### config.mk
export PLATFORM = sky130hd
export DESIGN_NAME = toy_register_machine_execute
export DESIGN_NICKNAME = d
export VERILOG_FILES = /design/src/sv/trme_pkg.sv /design/src/sv/trme_ram.sv /design/src/sv/trme_exec.sv /design/src/sv/toy_register_machine_execute.sv
export VERILOG_INCLUDE_DIRS = /design/src /design/src/sv
export SDC_FILE = /design/constraint.sdc
export NUM_CORES = 2
export LEC_CHECK = 0
export BUFFER_PORTS_ARGS = -buffer_cell sky130_fd_sc_hd__buf_2
export CAP_MARGIN = 10
export CORE_ASPECT_RATIO = 0.8
export CORE_UTILIZATION = 30
export CTS_BUF_LIST = sky130_fd_sc_hd__clkbuf_4
export DETAILED_ROUTE_END_ITERATION = 10
export RECOVER_POWER = 50
export SLEW_MARGIN = 5
export SYNTH_ARGS = -nofsm -noshare
export SYNTH_HDL_FRONTEND = slang
export SYNTH_SLANG_ARGS = --single-unit
export TNS_END_PERCENT = 50
### constraint.sdc
create_clock -name clk_i -period 7.1 [get_ports clk_i]
set_clock_uncertainty 0.15 [all_clocks]
set_input_delay 1.065 -clock clk_i [delete_from_list [all_inputs] [get_ports clk_i]]
set_output_delay 1.065 -clock clk_i [all_outputs]
set_load 0.02 [all_outputs]
### src/sv/assert_macros.svh
// ----------------------------------------------------------------------------
// Assertion macros
// Concurrent assertion wrappers; they compile to nothing under SYNTHESIS.
// ----------------------------------------------------------------------------
`ifndef ASSERT_MACROS_SVH
`define ASSERT_MACROS_SVH

`ifndef SYNTHESIS
`define ASSERT_PROP(lbl, clk, rstn, prop) \
  lbl: assert property (@(posedge clk) disable iff (!(rstn)) (prop)) \
    else $error("assertion failed");
`define ASSERT_NEVER(lbl, clk, rstn, cond) \
  lbl: assert property (@(posedge clk) disable iff (!(rstn)) !(cond)) \
    else $error("forbidden condition seen");
`else
`define ASSERT_PROP(lbl, clk, rstn, prop)
`define ASSERT_NEVER(lbl, clk, rstn, cond)
`endif

`endif

### src/sv/trme_pkg.sv
// ----------------------------------------------------------------------------
// trme_pkg
// Types and constants shared by the register machine execute block.
// ----------------------------------------------------------------------------
package trme_pkg;

  localparam int NumRegs      = 5;
  localparam int MemWordsDef  = 64;
  localparam int DataW        = 32;
  localparam int PcW          = 16;
  localparam int CfgPlen      = 0;
  localparam logic [PcW-1:0] PcReset   = 16'd1;
  localparam logic [PcW-1:0] PlenReset = 16'd1;

  typedef enum logic [2:0] {
    KMov = 3'd0,
    KAdd = 3'd1,
    KSub = 3'd2,
    KJmp = 3'd3,
    KJpn = 3'd4,
    KHlt = 3'd5,
    KPrn = 3'd6
  } kind_e;

  typedef enum logic [1:0] {
    SmImm = 2'd0,
    SmReg = 2'd1,
    SmMem = 2'd2
  } src_mode_e;

  typedef enum logic [1:0] {
    StOk   = 2'd0,
    StAddr = 2'd1,
    StJump = 2'd2
  } status_e;

  typedef struct packed {
    logic [2:0]       kind;
    logic             dest_is_memory;
    logic [2:0]       dest_reg;
    logic [1:0]       source_mode;
    logic [2:0]       source_reg;
    logic [DataW-1:0] immediate;
    logic [PcW-1:0]   jump_line;
    logic             jump_conditional;
    logic             aok;
    logic [DataW-1:0] rd_val;
    logic [DataW-1:0] rs_val;
    logic [DataW-1:0] mem_val;
    logic [PcW-1:0]   pc;
    logic [PcW-1:0]   plen;
  } exec_in_t;

  typedef struct packed {
    logic             reg_we;
    logic [2:0]       reg_idx;
    logic [DataW-1:0] reg_data;
    logic             mem_we;
    logic [DataW-1:0] mem_data;
    logic [PcW-1:0]   next_pc;
    status_e          status;
    logic             print_valid;
    logic [DataW-1:0] print_value;
  } exec_out_t;

endpackage

### src/sv/trme_ram.sv
// ----------------------------------------------------------------------------
// trme_ram
// Generic single-write, single-read RAM with registered read data.
// ----------------------------------------------------------------------------
module trme_ram #(
  parameter int Width = 32,
  parameter int Depth = 64
) (
  input  logic                     clk_i,
  input  logic                     we_i,
  input  logic [$clog2(Depth)-1:0] waddr_i,
  input  logic [Width-1:0]         wdata_i,
  input  logic                     re_i,
  input  logic [$clog2(Depth)-1:0] raddr_i,
  output logic [Width-1:0]         rdata_o
);

  logic [Width-1:0] mem_q [Depth];
  logic [Width-1:0] rdata_q;

  always_ff @(posedge clk_i) begin
    if (we_i) begin
      mem_q[waddr_i] <= wdata_i;
    end
    if (re_i) begin
      rdata_q <= mem_q[raddr_i];
    end
  end

  assign rdata_o = rdata_q;

endmodule

### src/sv/trme_exec.sv
// ----------------------------------------------------------------------------
// trme_exec
// Combinational execute logic for one decoded instruction.
// ----------------------------------------------------------------------------
module trme_exec (
  input  trme_pkg::exec_in_t  ex_i,
  output trme_pkg::exec_out_t ex_o
);

  trme_pkg::src_mode_e sm;
  logic [trme_pkg::DataW-1:0] opnd;
  logic [trme_pkg::PcW-1:0]   inc_pc;
  logic take;

  assign inc_pc = ex_i.pc + 16'd1;

  always_comb begin
    case (ex_i.source_mode)
      trme_pkg::SmReg: sm = trme_pkg::SmReg;
      trme_pkg::SmMem: sm = trme_pkg::SmMem;
      default:         sm = trme_pkg::SmImm;
    endcase

    case (sm)
      trme_pkg::SmReg: opnd = ex_i.rs_val;
      trme_pkg::SmMem: opnd = ex_i.mem_val;
      default:         opnd = ex_i.immediate;
    endcase

    ex_o             = '0;
    ex_o.reg_idx     = ex_i.dest_reg;
    ex_o.reg_data    = ex_i.immediate;
    ex_o.mem_data    = ex_i.immediate;
    ex_o.status      = trme_pkg::StOk;
    ex_o.next_pc     = inc_pc;
    take             = 1'b0;

    unique case (trme_pkg::kind_e'(ex_i.kind))
      trme_pkg::KMov: begin
        if (!ex_i.dest_is_memory) begin
          if (sm == trme_pkg::SmImm) begin
            ex_o.reg_we = 1'b1;
          end else if (sm == trme_pkg::SmReg) begin
            ex_o.reg_we   = 1'b1;
            ex_o.reg_data = ex_i.rs_val;
          end else if (!ex_i.aok) begin
            ex_o.status = trme_pkg::StAddr;
          end else begin
            ex_o.mem_we   = 1'b1;
            ex_o.mem_data = ex_i.rd_val;
          end
        end else if (sm != trme_pkg::SmMem) begin
          if (!ex_i.aok) begin
            ex_o.status = trme_pkg::StAddr;
          end else if (sm == trme_pkg::SmImm) begin
            ex_o.mem_we = 1'b1;
          end else begin
            ex_o.reg_we   = 1'b1;
            ex_o.reg_idx  = ex_i.source_reg;
            ex_o.reg_data = ex_i.mem_val;
          end
        end
      end
      trme_pkg::KAdd, trme_pkg::KSub: begin
        if (sm == trme_pkg::SmMem && !ex_i.aok) begin
          ex_o.status = trme_pkg::StAddr;
        end else begin
          ex_o.reg_we   = 1'b1;
          ex_o.reg_data = (trme_pkg::kind_e'(ex_i.kind) == trme_pkg::KAdd) ?
                          ex_i.rd_val + opnd : ex_i.rd_val - opnd;
        end
      end
      trme_pkg::KJmp, trme_pkg::KJpn: begin
        if (!ex_i.jump_conditional) begin
          take = 1'b1;
        end else if (trme_pkg::kind_e'(ex_i.kind) == trme_pkg::KJmp) begin
          take = (ex_i.rd_val == '0);
        end else begin
          take = (ex_i.rd_val == '0) || ex_i.rd_val[trme_pkg::DataW-1];
        end
        if (take) begin
          if (ex_i.jump_line == '0 || ex_i.jump_line > ex_i.plen) begin
            ex_o.status = trme_pkg::StJump;
          end else begin
            ex_o.next_pc = ex_i.jump_line;
          end
        end
      end
      trme_pkg::KHlt: begin
        ex_o.next_pc = '0;
      end
      trme_pkg::KPrn: begin
        if (ex_i.dest_is_memory) begin
          if (!ex_i.aok) begin
            ex_o.status = trme_pkg::StAddr;
          end else begin
            ex_o.print_valid = 1'b1;
            ex_o.print_value = ex_i.mem_val;
          end
        end else begin
          ex_o.print_valid = 1'b1;
          ex_o.print_value = ex_i.rd_val;
        end
      end
      default: begin
        ex_o.next_pc = ex_i.pc;
      end
    endcase

    if (ex_o.status != trme_pkg::StOk) begin
      ex_o.next_pc = ex_i.pc;
    end
    if (ex_o.reg_idx >= 3'(trme_pkg::NumRegs)) begin
      ex_o.reg_we = 1'b0;
    end
  end

endmodule

### src/sv/toy_register_machine_execute.sv
// ----------------------------------------------------------------------------
// toy_register_machine_execute
// Executes one decoded instruction per item on five registers, a data
// memory and a program counter.
// ----------------------------------------------------------------------------
// The input channel takes one decoded instruction per item and the output
// channel returns one result item for each: next PC, halt flag, status and
// an optional printed value. Both channels use valid and stall.
// An accepted item is captured in the input stage together with its register
// and memory reads; when it moves on it executes, updates the state and
// lands in the output register. One item per cycle is sustained while the
// output is not stalled; the rate is set by the combinational execute path
// between the read registers and the result register, with a one-entry bypass
// covering the write of the item ahead.
// A stall on the output holds the result register; the input stage still
// takes one more item and then stalls the input channel.
// Reset clears the PC to one, program_length to one, and the valid bits of
// the registers and data memory, so every entry reads as zero until written.
// No clearing pass is needed. program_length is written over the APB port at
// byte address 0 by the user, only while the block is idle; nothing checks it.
// ----------------------------------------------------------------------------
`include "assert_macros.svh"

module toy_register_machine_execute #(
  parameter int MEM_WORDS = trme_pkg::MemWordsDef
) (
  input  logic               clk_i,
  input  logic               rst_ni,
  input  logic               in_valid_i,
  output logic               in_stall_o,
  input  logic [2:0]         kind_i,
  input  logic               dest_is_memory_i,
  input  logic [2:0]         dest_reg_i,
  input  logic [1:0]         source_mode_i,
  input  logic [2:0]         source_reg_i,
  input  logic signed [31:0] immediate_i,
  input  logic [7:0]         address_i,
  input  logic [15:0]        jump_line_i,
  input  logic               jump_conditional_i,
  output logic               out_valid_o,
  input  logic               out_stall_i,
  output logic [15:0]        next_pc_o,
  output logic               halted_o,
  output logic [1:0]         status_o,
  output logic               print_valid_o,
  output logic signed [31:0] print_value_o,
  input  logic               psel,
  input  logic               penable,
  input  logic               pwrite,
  input  logic [2:0]         paddr,
  input  logic [31:0]        pwdata,
  output logic [31:0]        prdata,
  output logic               pready
);

  localparam int MemAw = $clog2(MEM_WORDS);
  localparam int RegAw = $clog2(trme_pkg::NumRegs);
  localparam int Dw    = trme_pkg::DataW;
  localparam int Pw    = trme_pkg::PcW;

  logic accept, x_move;
  logic x_valid_q;
  logic out_valid_q;

  logic [2:0]    x_kind_q, x_dreg_q, x_sreg_q;
  logic          x_dmem_q, x_jc_q, x_aok_q;
  logic [1:0]    x_sm_q;
  logic [Dw-1:0] x_imm_q;
  logic [7:0]    x_addr_q;
  logic [Pw-1:0] x_jl_q;
  logic          x_rd_ok_q, x_rs_ok_q, x_m_ok_q;

  logic [trme_pkg::NumRegs-1:0] reg_vld_q;
  logic [MEM_WORDS-1:0]         mem_vld_q;

  logic          byp_reg_we_q, byp_mem_we_q;
  logic [2:0]    byp_reg_idx_q;
  logic [Dw-1:0] byp_reg_data_q, byp_mem_data_q;
  logic [MemAw-1:0] byp_mem_addr_q;

  logic [Pw-1:0] pc_q, plen_q;

  logic [Pw-1:0] out_pc_q;
  logic [1:0]    out_status_q;
  logic          out_pv_q;
  logic [Dw-1:0] out_pval_q;

  logic [Dw-1:0] rd_ram, rs_ram, mem_ram;
  logic          in_aok;
  logic          cfg_wr;

  trme_pkg::exec_in_t  ex_in;
  trme_pkg::exec_out_t ex_out;

  assign x_move     = x_valid_q && (!out_valid_q || !out_stall_i);
  assign in_stall_o = x_valid_q && !x_move;
  assign accept     = in_valid_i && !in_stall_o;
  assign in_aok     = 32'(address_i) < MEM_WORDS;

  trme_ram #(.Width(Dw), .Depth(trme_pkg::NumRegs)) u_reg_a (
    .clk_i   (clk_i),
    .we_i    (x_move && ex_out.reg_we),
    .waddr_i (ex_out.reg_idx[RegAw-1:0]),
    .wdata_i (ex_out.reg_data),
    .re_i    (accept),
    .raddr_i (dest_reg_i[RegAw-1:0]),
    .rdata_o (rd_ram)
  );

  trme_ram #(.Width(Dw), .Depth(trme_pkg::NumRegs)) u_reg_b (
    .clk_i   (clk_i),
    .we_i    (x_move && ex_out.reg_we),
    .waddr_i (ex_out.reg_idx[RegAw-1:0]),
    .wdata_i (ex_out.reg_data),
    .re_i    (accept),
    .raddr_i (source_reg_i[RegAw-1:0]),
    .rdata_o (rs_ram)
  );

  trme_ram #(.Width(Dw), .Depth(MEM_WORDS)) u_dmem (
    .clk_i   (clk_i),
    .we_i    (x_move && ex_out.mem_we),
    .waddr_i (x_addr_q[MemAw-1:0]),
    .wdata_i (ex_out.mem_data),
    .re_i    (accept),
    .raddr_i (address_i[MemAw-1:0]),
    .rdata_o (mem_ram)
  );

  always_comb begin
    ex_in.kind             = x_kind_q;
    ex_in.dest_is_memory   = x_dmem_q;
    ex_in.dest_reg         = x_dreg_q;
    ex_in.source_mode      = x_sm_q;
    ex_in.source_reg       = x_sreg_q;
    ex_in.immediate        = x_imm_q;
    ex_in.jump_line        = x_jl_q;
    ex_in.jump_conditional = x_jc_q;
    ex_in.aok              = x_aok_q;
    ex_in.pc               = pc_q;
    ex_in.plen             = plen_q;
    if (byp_reg_we_q && byp_reg_idx_q == x_dreg_q) begin
      ex_in.rd_val = byp_reg_data_q;
    end else begin
      ex_in.rd_val = x_rd_ok_q ? rd_ram : '0;
    end
    if (byp_reg_we_q && byp_reg_idx_q == x_sreg_q) begin
      ex_in.rs_val = byp_reg_data_q;
    end else begin
      ex_in.rs_val = x_rs_ok_q ? rs_ram : '0;
    end
    if (byp_mem_we_q && byp_mem_addr_q == x_addr_q[MemAw-1:0]) begin
      ex_in.mem_val = byp_mem_data_q;
    end else begin
      ex_in.mem_val = x_m_ok_q ? mem_ram : '0;
    end
  end

  trme_exec u_exec (
    .ex_i (ex_in),
    .ex_o (ex_out)
  );

  always_ff @(posedge clk_i or negedge rst_ni) begin
    if (!rst_ni) begin
      x_valid_q    <= 1'b0;
      out_valid_q  <= 1'b0;
      reg_vld_q    <= '0;
      mem_vld_q    <= '0;
      byp_reg_we_q <= 1'b0;
      byp_mem_we_q <= 1'b0;
      pc_q         <= trme_pkg::PcReset;
      plen_q       <= trme_pkg::PlenReset;
    end else begin
      if (accept) begin
        x_valid_q <= 1'b1;
      end else if (x_move) begin
        x_valid_q <= 1'b0;
      end
      if (x_move) begin
        out_valid_q <= 1'b1;
      end else if (!out_stall_i) begin
        out_valid_q <= 1'b0;
      end
      if (accept) begin
        byp_reg_we_q <= x_move && ex_out.reg_we;
        byp_mem_we_q <= x_move && ex_out.mem_we;
      end
      if (x_move) begin
        pc_q <= ex_out.next_pc;
        if (ex_out.reg_we) begin
          reg_vld_q[ex_out.reg_idx[RegAw-1:0]] <= 1'b1;
        end
        if (ex_out.mem_we) begin
          mem_vld_q[x_addr_q[MemAw-1:0]] <= 1'b1;
        end
      end
      if (cfg_wr) begin
        plen_q <= pwdata[Pw-1:0];
      end
    end
  end

  always_ff @(posedge clk_i) begin
    if (accept) begin
      x_kind_q       <= kind_i;
      x_dmem_q       <= dest_is_memory_i;
      x_dreg_q       <= dest_reg_i;
      x_sm_q         <= source_mode_i;
      x_sreg_q       <= source_reg_i;
      x_imm_q        <= $unsigned(immediate_i);
      x_addr_q       <= address_i;
      x_jl_q         <= jump_line_i;
      x_jc_q         <= jump_conditional_i;
      x_aok_q        <= in_aok;
      x_rd_ok_q      <= (dest_reg_i < 3'(trme_pkg::NumRegs)) ?
                        reg_vld_q[dest_reg_i[RegAw-1:0]] : 1'b0;
      x_rs_ok_q      <= (source_reg_i < 3'(trme_pkg::NumRegs)) ?
                        reg_vld_q[source_reg_i[RegAw-1:0]] : 1'b0;
      x_m_ok_q       <= in_aok ? mem_vld_q[address_i[MemAw-1:0]] : 1'b0;
      byp_reg_idx_q  <= ex_out.reg_idx;
      byp_reg_data_q <= ex_out.reg_data;
      byp_mem_addr_q <= x_addr_q[MemAw-1:0];
      byp_mem_data_q <= ex_out.mem_data;
    end
    if (x_move) begin
      out_pc_q     <= ex_out.next_pc;
      out_status_q <= ex_out.status;
      out_pv_q     <= ex_out.print_valid;
      out_pval_q   <= ex_out.print_value;
    end
  end

  assign out_valid_o   = out_valid_q;
  assign next_pc_o     = out_pc_q;
  assign halted_o      = (out_pc_q == '0);
  assign status_o      = out_status_q;
  assign print_valid_o = out_pv_q;
  assign print_value_o = $signed(out_pval_q);

  assign cfg_wr = psel && penable && pwrite && pready && (paddr[2] == 1'(trme_pkg::CfgPlen));
  assign pready = 1'b1;
  assign prdata = (paddr[2] == 1'(trme_pkg::CfgPlen)) ? {16'd0, plen_q} : '0;

  `ASSERT_PROP(a_move_fills_out, clk_i, rst_ni, x_move |=> out_valid_q)
  `ASSERT_NEVER(a_stall_only_when_full, clk_i, rst_ni, in_stall_o && !x_valid_q)
  `ASSERT_PROP(a_error_keeps_pc, clk_i, rst_ni,
    (x_move && ex_out.status != trme_pkg::StOk) |=> (pc_q == $past(pc_q)))
  `ASSERT_PROP(a_print_only_ok, clk_i, rst_ni,
    (out_valid_q && out_pv_q) |-> (out_status_q == trme_pkg::StOk))

endmodule

==> results_dict.tcl <==
set metrics [dict create \
    power_density_mw_per_mm2 266.2 \
    vias_per_cell 5.166 \
    drt_iter0_drc 7497 \
    grt_pass1_wl_mm 430.6 \
    cts-root-buf "clkbuf_4" \
    final_nets 6352 \
    top_regs "u_dmem.mem_q (2048), u_reg_a.mem_q (128), mem_vld_q (64)" \
    relSlewSlack_pct -267.7 \
    cp_max_fo 13 \
    synth-async-reset-ratio_pct 4.032 \
    setup_viol 0 \
    worstSetupPathType "register to register" \
    worstPathArrival_ns 7.44 \
    synthTopCellsByArea "edfxtp_1 71%, mux4_2 16%, dfrtp_1 2.4%" \
    num_rows 195 \
    violations "design-rule violations, max-capacitance violations, max-slew violations" \
    outcome "complete, but fails checks" \
    clk_path_buf_depth 4 \
    setup.worst_path.start_class "register" \
    area_growth_pct 16.37 \
    grt-ovfl-total 0 \
    drc 6 \
    path_delay_family "simple AND/OR/NAND/NOR gates" \
    synth.most_common_cell "edfxtp_1" \
    path_cells "xnor2_1 -> and4_1 -> nand2_1 -> buf_4 -> and3_1 -> a21oi_1 -> o211ai_1 -> or3_1 -> nor2_1 -> buf_4 -> a41oi_1 -> xnor2_1 -> ha_1 -> a21o_1 -> a21o_1 -> a21oi_1 -> nand2_1 -> o211ai_1 -> nand2_1 -> and3_1 -> a2111oi_2 -> buf_4 -> nand2_1" \
    regToRegEndpoint "u_reg_a.mem_q[1][31]$_DFFE_PP_" \
    portBuffers 162 \
    synth_top_area_share_pct 70.60 \
    dpl_worst_slack_ns 0.2871 \
    grt_max_degree 121 \
    ys_types 83 \
    largest_reg_flops 2048 \
    cts_max_level 6 \
    avgRoutedWirePerCell_um 26.79 \
    drive_above_1_share_pct 35.28 \
    cp_common_cell "nand2_1" \
    pin_count 198 \
    dr_total_vias 58754 \
    chipWidth_um 667.5 \
    critPathBufInv 3 \
    slowest_delay_ns 0.54 \
    period_share_pct 94.50 \
    synth-seq-cells 2604 \
    dp_hpwl_mm 179.5 \
    cts_tree "done" \
    leakage_uw 0.04050 \
    r2r_setup_slack_ns 0.39 \
    critPathRequiredTime_ns 7.83 \
    die_y_um 534.4 \
    gp_congestion 0.9106 \
    finalWirelength_mm 304.7 \
    cts.sinks 2604 \
    core_sq_mm 0.3526 \
    synth-edff-count 2499 \
    synth_area_sq_mm 0.1063 \
    fin_setup_tns_ns 0 \
    maxCapViolations 36 \
    synth-seq-area-share_pct 73.08 \
    finalHoldViolCount 0 \
    postSynthAreaPerCell_sq_um 19.91 \
    rsz0062_at_grt "false" \
    grt_pass1_vias 58712 \
    r2r-start "x_addr_q[1]$_DFFE_PP_" \
    drtPass1Iterations 9 \
    hold_class "input pin to register" \
    worstSetupEndpointType "register" \
    synth_flop_cell "edfxtp_1" \
    worst_slack_ns 0.3902 \
    syn_inst 5338 \
    peakVddDrop_uv 143.1 \
    ys_warn_count 0 \
    antenna_found_initial 29 \
    clock.fmax_mhz 149.0 \
    cts_made_buffers 614 \
    path_clk_slew_ns 0.07 \
    drv_slew 1844 \
    tightest_slew_ns 5.515 \
    ant_nets 0 \
    holdPathStages 2 \
    yosys-top-cells-count "2499 x edfxtp_1, 751 x mux4_2, 225 x nor2_1" \
    yosysTopAreaCell "edfxtp_1" \
    start_util_pct 30.15 \
    regMostFlops "u_dmem.mem_q" \
    fin_crit_ns 6.710 \
    whs_endpoint "x_aok_q$_DFFE_PP_" \
    r2r_cells 23 \
    grtUsageTotal_pct 16.63 \
    hp-start "address_i[6]" \
    cp_slowest_cell "edfxtp_1" \
    clk-insertion-delay-late_ns 1.27 \
    die-area_sq_mm 0.3567 \
]
-- area by class of cell --
| type | count | area [sq um] |
|---|---|---|
| Fill cell | 33083 | 228900 |
| Sequential cell | 2604 | 77670 |
| Multi-Input combinational cell | 2349 | 27770 |
| Clock buffer | 928 | 6967 |
| Tap cell | 4728 | 5916 |
| Timing Repair Buffer | 527 | 4056 |
| Clock inverter | 134 | 940.9 |
| Inverter | 88 | 330.3 |
| Antenna cell | 16 | 40.04 |
-- repair_timing --
action | 4_1_cts | 5_1_grt
hold endpoints to repair | 116 | 0
setup endpoints to repair | 0 | 12
gates resized for setup | 0 | 6
buffers inserted | 0 | 1
hold buffers | 75 | 0
-- how the worst max path moves through the flow --
stage / start / endpoint / depth (start not counted)
floorplan: out_stall_i / byp_mem_addr_q[0]$_DFFE_PP_ / 3
global placement: x_addr_q[5]$_DFFE_PP_ / u_reg_b.mem_q[2][31]$_DFFE_PP_ / 26
detailed placement: x_addr_q[5]$_DFFE_PP_ / u_reg_a.mem_q[1][31]$_DFFE_PP_ / 24
CTS: x_addr_q[5]$_DFFE_PP_ / u_reg_a.mem_q[1][31]$_DFFE_PP_ / 26
global route: x_addr_q[1]$_DFFE_PP_ / u_reg_b.mem_q[2][31]$_DFFE_PP_ / 23
finish: x_addr_q[1]$_DFFE_PP_ / u_reg_a.mem_q[1][31]$_DFFE_PP_ / 23
-- placed cells by master (no fill, tap or decap), drive strengths merged, types with 103 or more instances in the layout --
master / synthesis / routed
o21ai: 127 / 127
clkbuf: 215 / 1080
nand2: 204 / 204
edfxtp: 2499 / 2499
a21oi: 197 / 197
buf: 97 / 300
mux2: 110 / 110
mux4: 751 / 751
dfrtp: 103 / 103
nor2: 227 / 227
inv: 87 / 107
-- metal layers --
| layer | GRT usage, % | part of all wire, % | vias to the layer above |
|---|---|---|---|
| met1 | 25.06 | 44 | 31203 |
| met4 | 3.586 | 1.6 | 10 |
| met5 | 0 | 0.026 | - |
| met2 | 24.42 | 44 | 3018 |
| li1 | - | - | 24129 |
| met3 | 3.820 | 10 | 394 |
-- logic make-up after synthesis --
family                   after synthesis  share of synthesized area (%)
AO/OA/AOI/OAI                        548                          3.243
XOR/XNOR                              77                         0.6557
adder cells (fa/ha/maj)               58                         0.6875
buffers and inverters                400                          1.487
flip-flops                          2604                          73.08
multiplexers                         893                          17.38
other                                  2                       0.007066
AND/OR/NAND/NOR                      756                          3.464
-- report_power, final --
part	leakage, uW	switching [uW]	total [uW]	internal (uW)
Clock	0.00475	5930	12400	6490
Sequential	0.0241	210	17400	17200
Combinational	0.0117	1900	3070	1170
Total	0.0405	8040	32900	24900
-- per-stage QoR --
| step | hold WS, ns | total power [uW] | utilization, % | instance area [sq um] | instances |
|---|---|---|---|---|---|
| after floorplan | 0.2706 | 19520 | - | 106300 | 5353 |
| after global placement | 0.2956 | 20710 | 32.77 | 115500 | 10219 |
| after detailed placement | 0.2987 | 20760 | 32.77 | 115500 | 10219 |
| after CTS | 0.06156 | 33190 | 35.23 | 124200 | 11356 |
| after global routing | 0.1552 | 34200 | 35.07 | 123700 | 11359 |
| final | 0.2360 | 32930 | 35.08 | 123700 | 11374 |
-- worst register-to-register path: stages, from the launching register on --
cell       delay, ns
edfxtp_1        0.54
xnor2_1         0.27
and4_1          0.40
nand2_1         0.30
buf_4           0.29
and3_1          0.19
a21oi_1         0.40
o211ai_1        0.23
or3_1           0.50
nor2_1          0.23
buf_4           0.15
a41oi_1         0.11
xnor2_1         0.17
ha_1            0.31
a21o_1          0.18
a21o_1          0.19
a21oi_1         0.25
nand2_1         0.15
o211ai_1        0.31
nand2_1         0.12
and3_1          0.20
a2111oi_2       0.39
buf_4           0.17
nand2_1         0.14
Note: power is estimated with default switching activity, not from simulation.
